## src/hdl/bps_pkg.sv

```systemverilog
`default_nettype none

package bps_pkg;

  // Field widths
  localparam int unsigned REQ_W    = 7;
  localparam int unsigned PAT_W    = 3;
  localparam int unsigned POS_W    = 6;
  localparam int unsigned LAMP_W   = 16;
  localparam int unsigned CFG_IDX_W = 1;
  localparam int unsigned CFG_DATA_W = 16;

  // Configuration register indexes
  localparam logic [CFG_IDX_W-1:0] REG_BEEP_ENABLE      = 1'd0;
  localparam logic [CFG_IDX_W-1:0] REG_LAMP_ALARM_TICKS = 1'd1;

  // Register reset values
  localparam logic              BEEP_ENABLE_RST = 1'b1;
  localparam logic [LAMP_W-1:0] LAMP_LIMIT_RST  = 16'd1500;

  // Pattern codes
  localparam logic [PAT_W-1:0] PAT_NONE = 3'd0;
  localparam logic [PAT_W-1:0] PAT_LAMP = 3'd7;

  // Lamp-temperature loop positions
  localparam logic [POS_W-1:0] LAMP_ON_POS   = 6'd1;
  localparam logic [POS_W-1:0] LAMP_OFF_POS  = 6'd6;
  localparam logic [POS_W-1:0] LAMP_LOOP_POS = 6'd11;
  localparam int unsigned      LAMP_BIT      = 6;

  // Most events any fixed pattern has
  localparam int unsigned MAX_EVENTS = 8;

  typedef struct packed {
    logic              enable;
    logic [LAMP_W-1:0] lamp_limit;
  } bps_cfg_t;

  typedef struct packed {
    logic [REQ_W-1:0]  flags;
    logic [PAT_W-1:0]  pattern;
    logic [POS_W-1:0]  pos;
    logic              running;
    logic [LAMP_W-1:0] lamp_cnt;
    logic              buzz;
  } bps_state_t;

  // Tick position of event i of fixed pattern k (k = pattern code - 1)
  function automatic logic [POS_W-1:0] event_pos(input logic [2:0] k, input logic [2:0] i);
    logic [POS_W-1:0] p;
    p = '0;
    case (k)
      3'd0: begin
        case (i)
          3'd0:    p = 6'd1;
          3'd1:    p = 6'd6;
          default: p = '0;
        endcase
      end
      3'd1: begin
        case (i)
          3'd0:    p = 6'd1;
          3'd1:    p = 6'd16;
          default: p = '0;
        endcase
      end
      3'd2: begin
        case (i)
          3'd0:    p = 6'd1;
          3'd1:    p = 6'd5;
          3'd2:    p = 6'd8;
          3'd3:    p = 6'd12;
          default: p = '0;
        endcase
      end
      3'd3: begin
        case (i)
          3'd0:    p = 6'd1;
          3'd1:    p = 6'd11;
          3'd2:    p = 6'd21;
          3'd3:    p = 6'd31;
          default: p = '0;
        endcase
      end
      3'd4, 3'd5: begin
        case (i)
          3'd0:    p = 6'd1;
          3'd1:    p = 6'd6;
          3'd2:    p = 6'd11;
          3'd3:    p = 6'd16;
          3'd4:    p = 6'd21;
          3'd5:    p = 6'd26;
          3'd6:    p = 6'd31;
          3'd7:    p = 6'd36;
          default: p = '0;
        endcase
      end
      default: p = '0;
    endcase
    return p;
  endfunction

  // Number of events of fixed pattern k
  function automatic logic [3:0] event_cnt(input logic [2:0] k);
    logic [3:0] n;
    case (k)
      3'd0, 3'd1: n = 4'd2;
      3'd2, 3'd3: n = 4'd4;
      3'd4:       n = 4'd6;
      3'd5:       n = 4'd8;
      default:    n = 4'd0;
    endcase
    return n;
  endfunction

endpackage

`default_nettype wire

```

## src/hdl/bps_cfg_regs.sv

```systemverilog
`default_nettype none

module bps_cfg_regs
  import bps_pkg::*;
(
  input  wire logic                  clk_i,
  input  wire logic                  rst_ni,
  input  wire logic                  cfg_we_i,
  input  wire logic [CFG_IDX_W-1:0]  cfg_idx_i,
  input  wire logic [CFG_DATA_W-1:0] cfg_data_i,
  output bps_cfg_t                   cfg_o
);

  logic              enable_q;
  logic [LAMP_W-1:0] lamp_limit_q;

  // Register file, write only
  always_ff @(posedge clk_i or negedge rst_ni) begin
    if (!rst_ni) begin
      enable_q     <= BEEP_ENABLE_RST;
      lamp_limit_q <= LAMP_LIMIT_RST;
    end else if (cfg_we_i) begin
      case (cfg_idx_i)
        REG_BEEP_ENABLE:      enable_q     <= cfg_data_i[0];
        REG_LAMP_ALARM_TICKS: lamp_limit_q <= cfg_data_i[LAMP_W-1:0];
        default: ;
      endcase
    end
  end

  assign cfg_o.enable     = enable_q;
  assign cfg_o.lamp_limit = lamp_limit_q;

endmodule

`default_nettype wire

```

## src/hdl/bps_step.sv

```systemverilog
`default_nettype none

module bps_step
  import bps_pkg::*;
(
  input  wire bps_cfg_t          cfg_i,
  input  wire bps_state_t        state_i,
  input  wire logic [REQ_W-1:0]  mask_i,
  output bps_state_t             state_o
);

  logic [REQ_W-1:0] flags;
  logic [PAT_W-1:0] pick;
  logic [PAT_W-1:0] pat;
  logic [2:0]       k;
  logic [3:0]       n;
  logic             hit;
  logic [2:0]       hit_idx;
  logic [LAMP_W-1:0] cnt_inc;
  bps_state_t       s;

  always_comb begin
    flags = state_i.flags | mask_i;

    // Highest priority pending request, bit 0 first
    pick = PAT_NONE;
    for (int i = REQ_W - 1; i >= 0; i--) begin
      if (flags[i]) begin
        pick = PAT_W'(i + 1);
      end
    end

    s       = state_i;
    s.flags = flags;
    pat     = state_i.running ? state_i.pattern : pick;
    k       = pat - 3'd1;
    n       = event_cnt(k);
    cnt_inc = state_i.lamp_cnt + 16'd1;

    // First event of the pattern that matches the new position
    hit     = 1'b0;
    hit_idx = '0;

    if (!cfg_i.enable) begin
      s.flags = '0;
      s.buzz  = 1'b0;
    end else begin
      s.pattern = pat;
      if (!state_i.running && (pick == PAT_NONE)) begin
        s.buzz = 1'b0;
      end
      if (pat == PAT_NONE) begin
        s.pos = '0;
      end else begin
        s.pos = state_i.pos + 6'd1;
        if (pat == PAT_LAMP) begin
          // Looping lamp-temperature pattern
          s.lamp_cnt = cnt_inc;
          if (s.pos == LAMP_ON_POS) begin
            s.running = 1'b1;
            s.buzz    = 1'b1;
          end else if (s.pos == LAMP_OFF_POS) begin
            s.buzz = 1'b0;
          end else if (s.pos == LAMP_LOOP_POS) begin
            s.pos = '0;
          end
          if (cnt_inc >= cfg_i.lamp_limit) begin
            s.lamp_cnt          = '0;
            s.flags[LAMP_BIT]   = 1'b0;
            s.running           = 1'b0;
          end
        end else begin
          for (int i = 0; i < MAX_EVENTS; i++) begin
            if (!hit && (4'(i) < n) && (s.pos == event_pos(k, 3'(i)))) begin
              hit     = 1'b1;
              hit_idx = 3'(i);
            end
          end
          if (hit) begin
            if (hit_idx == 3'd0) begin
              s.running = 1'b1;
              s.buzz    = 1'b1;
            end else if ({1'b0, hit_idx} == n - 4'd1) begin
              s.running  = 1'b0;
              s.pos      = '0;
              s.flags[k] = 1'b0;
              s.buzz     = 1'b0;
            end else begin
              s.buzz = ~hit_idx[0];
            end
          end
        end
      end
    end
    state_o = s;
  end

endmodule

`default_nettype wire

```

## src/hdl/buzzer_pattern_sequencer.sv

```systemverilog
`default_nettype none

// Buzzer pattern sequencer. Each accepted item is one timer tick with a
// mask of new beep requests; each tick yields exactly one result item with
// the buzzer level, the active pattern and the pending flags after the tick.
// A tick is registered in the input register, passes combinational compare
// logic and lands in the result register. The block takes one item per cycle
// while the result is not held; a result that waits under stall holds the
// pipeline, and the input stalls only when both stages are full.
// Configuration (beep enable, lamp alarm tick limit) uses a plain write port;
// the user must write it only with no item in flight; the block won't check.
module buzzer_pattern_sequencer
  import bps_pkg::*;
(
  input  wire logic                  clk_i,
  input  wire logic                  rst_ni,
  input  wire logic                  cfg_we_i,
  input  wire logic [CFG_IDX_W-1:0]  cfg_idx_i,
  input  wire logic [CFG_DATA_W-1:0] cfg_data_i,
  input  wire logic                  in_valid_i,
  output      logic                  in_stall_o,
  input  wire logic [REQ_W-1:0]      request_mask_i,
  output      logic                  out_valid_o,
  input  wire logic                  out_stall_i,
  output      logic                  buzzer_on_o,
  output      logic [PAT_W-1:0]      active_pattern_o,
  output      logic [REQ_W-1:0]      pending_requests_o
);

  bps_cfg_t   cfg;
  bps_state_t state_q;
  bps_state_t state_d;

  logic             in_valid_q;
  logic [REQ_W-1:0] in_mask_q;
  logic             out_valid_q;
  logic             out_buzz_q;
  logic [PAT_W-1:0] out_pat_q;
  logic [REQ_W-1:0] out_flags_q;
  logic             advance;

  bps_cfg_regs u_cfg (
    .clk_i      (clk_i),
    .rst_ni     (rst_ni),
    .cfg_we_i   (cfg_we_i),
    .cfg_idx_i  (cfg_idx_i),
    .cfg_data_i (cfg_data_i),
    .cfg_o      (cfg)
  );

  bps_step u_step (
    .cfg_i   (cfg),
    .state_i (state_q),
    .mask_i  (in_mask_q),
    .state_o (state_d)
  );

  // Pipeline moves when the result register is free or being taken
  assign advance    = !out_valid_q || !out_stall_i;
  assign in_stall_o = in_valid_q && !advance;

  // Input register
  always_ff @(posedge clk_i or negedge rst_ni) begin
    if (!rst_ni) begin
      in_valid_q <= 1'b0;
    end else if (in_valid_i && !in_stall_o) begin
      in_valid_q <= 1'b1;
    end else if (advance) begin
      in_valid_q <= 1'b0;
    end
  end

  always_ff @(posedge clk_i) begin
    if (in_valid_i && !in_stall_o) begin
      in_mask_q <= request_mask_i;
    end
  end

  // Sequencer state, stepped once per tick
  always_ff @(posedge clk_i or negedge rst_ni) begin
    if (!rst_ni) begin
      state_q <= '0;
    end else if (in_valid_q && advance) begin
      state_q <= state_d;
    end
  end

  // Result register
  always_ff @(posedge clk_i or negedge rst_ni) begin
    if (!rst_ni) begin
      out_valid_q <= 1'b0;
    end else if (advance) begin
      out_valid_q <= in_valid_q;
    end
  end

  always_ff @(posedge clk_i) begin
    if (in_valid_q && advance) begin
      out_buzz_q  <= state_d.buzz;
      out_pat_q   <= state_d.pattern;
      out_flags_q <= state_d.flags;
    end
  end

  assign out_valid_o        = out_valid_q;
  assign buzzer_on_o        = out_buzz_q;
  assign active_pattern_o   = out_pat_q;
  assign pending_requests_o = out_flags_q;

endmodule

`default_nettype wire
```

## config.mk

```make
export PLATFORM = sky130hd
export DESIGN_NAME = buzzer_pattern_sequencer
export DESIGN_NICKNAME = d
export VERILOG_FILES = /design/src/hdl/bps_pkg.sv /design/src/hdl/bps_cfg_regs.sv /design/src/hdl/bps_step.sv /design/src/hdl/buzzer_pattern_sequencer.sv
export SDC_FILE = /design/constraint.sdc
export NUM_CORES = 1
export LEC_CHECK = 0
export BUFFER_PORTS_ARGS = -buffer_cell sky130_fd_sc_hd__buf_2
export CORE_MARGIN = 2
export CORE_UTILIZATION = 60
export DETAILED_ROUTE_END_ITERATION = 16
export HOLD_SLACK_MARGIN = 0.15
export PLACE_DENSITY = 0.8
export SLEW_MARGIN = 40
export SYNTH_ARGS = -nofsm -noshare
export SYNTH_HDL_FRONTEND = slang
export SYNTH_SLANG_ARGS = --single-unit
```

## constraint.sdc

```tcl
create_clock -name clk_i -period 6.2 [get_ports clk_i]
set_clock_uncertainty 0.1 [all_clocks]
set_input_delay 1.24 -clock clk_i [delete_from_list [all_inputs] [get_ports clk_i]]
set_output_delay 1.24 -clock clk_i [all_outputs]
set_load 0.005 [all_outputs]
```

==> metrics.txt, run 1 <==
vias in the first global route=3897; final hold viol count=0; layout cells sized above 1=19.6%; fin. max-slew vios=0; ys flop type=dfrtp_1; first-pass iteration count of the detailed router=5; Avg Inst Size Synth=9.26 sq um; Core Area=7690 sq um; CTS tree=yes; Yosys top cell by area=dfrtp_1; TritonCTS Sinks=71; multi-input logic area=2630 sq um; Clock Pin Slew Worst Setup and Hold Paths=90 ps; H-Tree Depth=3; Synth Register Bits=71; largest net degree at the start of global routing=54; critical path capture point type=register; VDD IR max=0.000265 V; routed len/inst=16.9 microns; fin crit period=5010 ps; Die Span Y=92.6 microns; Yosys cell types=75; global-route wire length before repair=18500 microns; Inserted Diodes=0; Final ANT Viol Nets=0; Ports=42; Starting Density=61.3%; drt total wl=11000 microns; Placed Area=4990 sq um; final setup violation count=0; Leak=2.27 nW; FILL cells=608; Max Clk Rate=0.200 GHz; critical path arrival=5010 ps; Critical Path Start Type=register; input/output buffers=41; Synth async-reset ratio=74.6%; RSZ-0062 raised after global routing=no; Synth top area share=23.9%; latest clock arrival within the worst-skew pair=360 ps; die width=92.6 microns; dpl hpwl=7640 microns; Hold Path Class=register to register; clk buf depth=2; Post-Syn Area=4710 sq um; Die ar.=8580 sq um; Worst Path Max Fanout=8; Reg area=1880 sq um; Tcrit/Tclk final=80.8%; run status=complete, no violations; Pwr Density=217 nW/um^2; Crit path required time=6200 ps; postcts setup bufs=0; initial antenna violation count=0; placed cells=633; Hold Buf Count CTS=0; Setup TNS=0 ps; Final nets=600; GRT Total Usage=27.1%; max_slew headroom=49.3%; global route overflow=0; cts repair resizes=0; Yosys Warn Count=0; Iter 0 DRT Violations=295; Seq/Total Area, Yosys=39.8%; final instance area=5240 sq um; routed vias/inst=6.24; Core Rows=32; Max-Cap Viols=0; via count=4051; DRC=0; EDFF count, synth=18; Area Growth Syn to Fin=11.1%; top post-synthesis cells by area=dfrtp_1, edfxtp_1, ha_1; Net Count, Synth=567; CTS buffer count=9; Root Driver=clkbuf_8; crit path kind=register to register; number of standard cells in the final layout excluding fillers=649; Syn Inst Count=509; Final Wtd Congestion=0.933; measured slew at the worst slew-check pin=755 ps
flip-flops by register name (all words and copies together) (netlist names):
name,count
pending_requests_o,7
u_cfg.lamp_limit_q,16
u_cfg.enable_q,1
active_pattern_o,3
in_valid_q,1
state_q,34
in_mask_q,7
out_valid_o,1
buzzer_on_o,1
metal layers:
layer / GRT usage, % / up-vias / share of wire [%]
li1: - / 1902 / -
met5: 0 / - / 0
met4: 12.0 / 0 / 2.2
met2: 44.0 / 184 / 49
met1: 36.0 / 1942 / 43
met3: 4.64 / 23 / 6.1
stage by stage:
step	utilization, %	setup slack, ps	total power [W]	hold slack (ps)
after CTS	68.1	1310	0.00114	411
final	68.1	1190	0.00114	409
after global placement	64.9	1430	0.000679	365
after global routing	68.1	887	0.00118	427
after detailed placement	65.0	1330	0.000685	394
after floorplan	-	1850	0.000635	350
power by group:
| group | switching (W) | internal, W | total (W) |
|---|---|---|---|
| clock | 0.000190 | 0.000271 | 0.000460 |
| sequential | 0.0000283 | 0.000529 | 0.000557 |
| combinational | 0.0000659 | 0.0000536 | 0.000119 |
| total | 0.000284 | 0.000853 | 0.00114 |
cells by family after synthesis:
group	Yosys count	share of synthesized area [%]
multiplexers	21	4.96
buffers and inverters	56	4.51
XOR/XNOR	29	5.84
AO/OA/AOI/OAI	124	18.1
AND/OR/NAND/NOR	179	19.1
flip-flops	71	39.8
adder cells (fa/ha/maj)	29	7.70
cell usage after synthesis (all sizes together) (7+ instances only):
cell / instances
nand2: 53
nor2: 36
nand2b: 11
dfrtp: 45
nand3: 25
dfstp: 8
ha: 29
o31ai: 8
inv: 32
xnor2: 20
a21oi: 21
mux2: 19
o21ai: 43
nor4: 7
nor3: 15
clkbuf: 21
edfxtp: 18
xor2: 8
worst paths after layout:
| path | startpoint | endpoint | slack (ps) | cells past startpoint |
|---|---|---|---|---|
| setup / recovery | in_mask_q[2] | pending_requests_o[4] | 1190 | 14 |
| hold / removal | u_cfg.lamp_limit_q[1] | u_cfg.lamp_limit_q[1] | 410 | 1 |
| setup reg to reg | in_mask_q[2] | pending_requests_o[4] | 1190 | 14 |
| hold reg to reg | u_cfg.lamp_limit_q[1] | u_cfg.lamp_limit_q[1] | 410 | 1 |
| max in group asynchronous | rst_ni | state_q[7] | 4640 | 2 |
| min in group asynchronous | rst_ni | u_cfg.lamp_limit_q[9] | 890 | 2 |
critical path, stage by stage, from the launching register on:
cell	delay (ps)
edfxtp_1	480
nor4_1	520
o21ai_1	200
a22oi_2	360
inv_1	120
ha_1	300
nor2_1	470
xnor3_1	420
nor4_1	290
o221ai_1	250
and4_1	280
nor3_1	280
nor2_2	180
nor4_2	420
nor3_1	90
final cells by class:
type / count / share of cell area, %
sequential: 71 / 35.8
clock buffer: 10 / 2.44
inverter: 32 / 2.29
multi-input combinational: 382 / 50.1
clock inverter: 6 / 2.25
tap: 102 / 2.44
timing repair buffer: 46 / 4.63
placed cells by master (no fill, tap or decap), types with 4 or more instances in the layout:
cell and n:
nand2_1 53, dfrtp_1 45, buf_2 41, nor2_1 35, o21ai_0 34, inv_1 30
ha_1 29, nand3_1 24, a21oi_1 21, xnor2_1 19, mux2_2 19, edfxtp_1 18
nor3_1 13, nand2b_1 11, clkbuf_8 9, xor2_1 8, o21ai_1 8, o31ai_1 8
dfstp_2 8, and3_1 6, a311oi_1 6, nor4_1 5, a31oi_1 5, buf_4 5
nand4_1 4
(Power assumes the default switching activity.)
==> run 2: changes to the inputs <==
==> constraint.sdc (replaced) <==
create_clock -name clk_i -period 4.8 [get_ports clk_i]
set_clock_uncertainty 0.1 [all_clocks]
set_input_delay 0.96 -clock clk_i [delete_from_list [all_inputs] [get_ports clk_i]]
set_output_delay 0.96 -clock clk_i [all_outputs]
set_load 0.005 [all_outputs]
==> run 2 against run 1 <==
Flip-flop and latch count stayed put. Maximum frequency rose by 8.0%. Cell area increased by 1.5%. Non-clock buffer count up 6. Worst hold slack got worse by 9.5 ps. Clock power grew 19%. Total power rose by 25%. Sequential power rose by 30%. Critical path type unchanged. Largest cell class unchanged. Via count grew 0.25%.
==> metrics.txt, run 2 (synthesis gave the netlist of run 1 again) <==
layout cells sized above 1=21.2% (was 19.6%); final hold viol count=0 (unchanged); Core Rows=32 (unchanged); die width=92.6 microns (unchanged); crit path kind=register to register (unchanged); CTS tree=yes (unchanged); Ports=42 (unchanged); worst reg2reg endpoint=pending_requests_o[1] (was pending_requests_o[4]); cell breakdown of the critical path=o311a_1 > o21a_1 > or2_2 > ha_1 > ha_2 > buf_4 > o21ai_1 > nor3_1 > o211ai_1 > or3b_1 > or2_1 > o21ai_4 > nor3_4 > a311oi_1 (was nor4_1 > o21ai_1 > a22oi_2 > inv_1 > ha_1 > nor2_1 > xnor3_1 > nor4_1 > o221ai_1 > and4_1 > nor3_1 > nor2_2 > nor4_2 > nor3_1); Core Area=7690 sq um (unchanged); Largest regs=state_q x34, u_cfg.lamp_limit_q x16 (unchanged); critical path capture point type=register (unchanged); Final Wtd Congestion=0.941 (was 0.933); DRC=0 (unchanged); Final ANT Viol Nets=0 (unchanged); Hold Path Class=register to register (unchanged); worst hold margin=400 ps (was 409 ps); H-Tree Depth=3 (unchanged); flop2flop setup slack=170 ps (was 1190 ps); multi-input logic area=2670 sq um (was 2630 sq um); Reg area=1880 sq um (unchanged); via count=4061 (was 4051); Crit-path slowest cell=edfxtp_1 (was nor4_1); Crit path required time=4860 ps (was 6200 ps); max reg flops=34 (unchanged); Max-Cap Viols=0 (unchanged); min-delay src=in_valid_q (was u_cfg.lamp_limit_q[1]); commonest non-fill, non-tap cells in the layout=nand2_1, dfrtp_1, buf_2, nor2_1, o21ai_0 (unchanged); critical path arrival=4690 ps (was 5010 ps); Tcrit/Tclk final=96.6% (was 80.8%); Final nets=606 (was 600); latest clock arrival within the worst-skew pair=350 ps (was 360 ps); Starting Density=61.3% (unchanged); Max Clk Rate=0.216 GHz (was 0.200 GHz); FILL cells=614 (was 608); Setup TNS=0 ps (unchanged); Leak=2.31 nW (was 2.27 nW); RR Startpoint=in_mask_q[5] (was in_mask_q[2]); worst hold endpoint=out_valid_o (was u_cfg.lamp_limit_q[1]); Iter 0 DRT Violations=282 (was 295); TritonCTS Sinks=71 (unchanged); largest net degree at the start of global routing=54 (unchanged); global route overflow=0 (unchanged); first-pass iteration count of the detailed router=5 (unchanged); VDD IR max=0.000209 V (was 0.000265 V); Hold Path Depth=1 (unchanged); Pwr Density=268 nW/um^2 (was 217 nW/um^2); Worst Path Max Fanout=11 (was 8); initial antenna violation count=0 (unchanged); drt total wl=11100 microns (was 11000 microns); R2R depth=14 (unchanged); Area Growth Syn to Fin=12.8% (was 11.1%); run status=complete, no violations (unchanged); CTS buffer count=9 (unchanged); GRT Total Usage=26.8% (was 27.1%); routed len/inst=16.9 microns (about the same); measured slew at the worst slew-check pin=685 ps (was 755 ps); postcts setup bufs=0 (unchanged); routed vias/inst=6.20 (was 6.24); dpl hpwl=8050 microns (was 7640 microns); Tot Pwr=0.00143 W (was 0.00114 W); input/output buffers=41 (unchanged); final setup violation count=0 (unchanged); max_slew headroom=54.0% (was 49.3%); global-route wire length before repair=18300 microns (was 18500 microns); Inserted Diodes=0 (unchanged); clk buf depth=2 (unchanged); fin crit period=4630 ps (was 5010 ps); Biggest register=state_q (unchanged); most common cell after layout, fill and taps aside=nand2_1 (unchanged); Die Span Y=92.6 microns (unchanged); RSZ-0062 raised after global routing=yes (was no); Root Driver=clkbuf_8 (unchanged); vias in the first global route=3961 (was 3897); Die ar.=8580 sq um (unchanged); Critical Path Start Type=register (unchanged); fin. max-slew vios=0 (unchanged); slowest stage delay, CP=470 ps (was 520 ps); Clock Pin Slew Worst Setup and Hold Paths=90 ps (about the same)
==> run 2: changes by cell type in the layout (fill, tap and decap cells not counted), sizes merged <==
cell,delta
buf,+6
bufinv,-2
clkbuf,+2
clkinv,+1
clkinvlp,-1
==> run 2: critical path: cells and delay by family, from the launching register on <==
family / cells / cell delay (ps)
AND/OR/NAND/NOR: 5 / 1330
adder cells (fa/ha/maj): 2 / 610
flip-flops: 1 / 470
buffers and inverters: 1 / 180
AO/OA/AOI/OAI: 6 / 1760
==> run 2: power breakdown <==
group	internal [W]	switching, W
Clock	0.000307	0.000241
Sequential	0.000683	0.0000384
Combinational	0.0000698	0.0000868
==> run 2: how the worst max path moves through the flow <==
stage / startpoint / to / slack [ps] / depth (start not counted)
4_1_cts: in_mask_q[1] / pending_requests_o[1] / 20 / 14
6_report: in_mask_q[5] / pending_requests_o[1] / 170 / 14
3_3_place_gp: in_mask_q[5] / pending_requests_o[3] / 230 / 14
2_1_floorplan: in_mask_q[5] / pending_requests_o[1] / 450 / 15
5_1_grt: in_mask_q[5] / pending_requests_o[1] / -10 / 14
3_5_place_dp: in_mask_q[1] / pending_requests_o[1] / 70 / 14
==> run 2: what timing repair did <==
action                                  in CTS  in global routing
endpoints found under the setup margin       0                 21
hold buffers                                 0                  0
gates resized for setup                      0                  9
==> run 2: area by class of cell <==
class,count,area share [%]
clock inverter,4,1.06
multi-input combinational,382,50.2
timing repair buffer,52,5.41
clock buffer,12,3.34
inverter,32,2.26
sequential,71,35.3
tap,102,2.40
==> run 2: metrics by stage <==
step | area [sq um] | worst slack, ps | cells | util [%]
final | 5320 | 165 | 655 | 69.2
after global routing | 5320 | -13.5 | 655 | 69.2
after CTS | 5270 | 24.4 | 655 | 68.6
after detailed placement | 5040 | 65.8 | 639 | 65.5
after global placement | 5040 | 227 | 639 | 65.5
after floorplan | 4710 | 450 | 509 | -
==> run 2: layer usage <==
layer	part of all wire, %	global-route usage [%]	up-vias
met4	1.9	10.2	0
met5	0	0	-
met1	42	35.5	1926
li1	-	-	1920
met2	49	43.6	192
met3	7.3	5.61	23
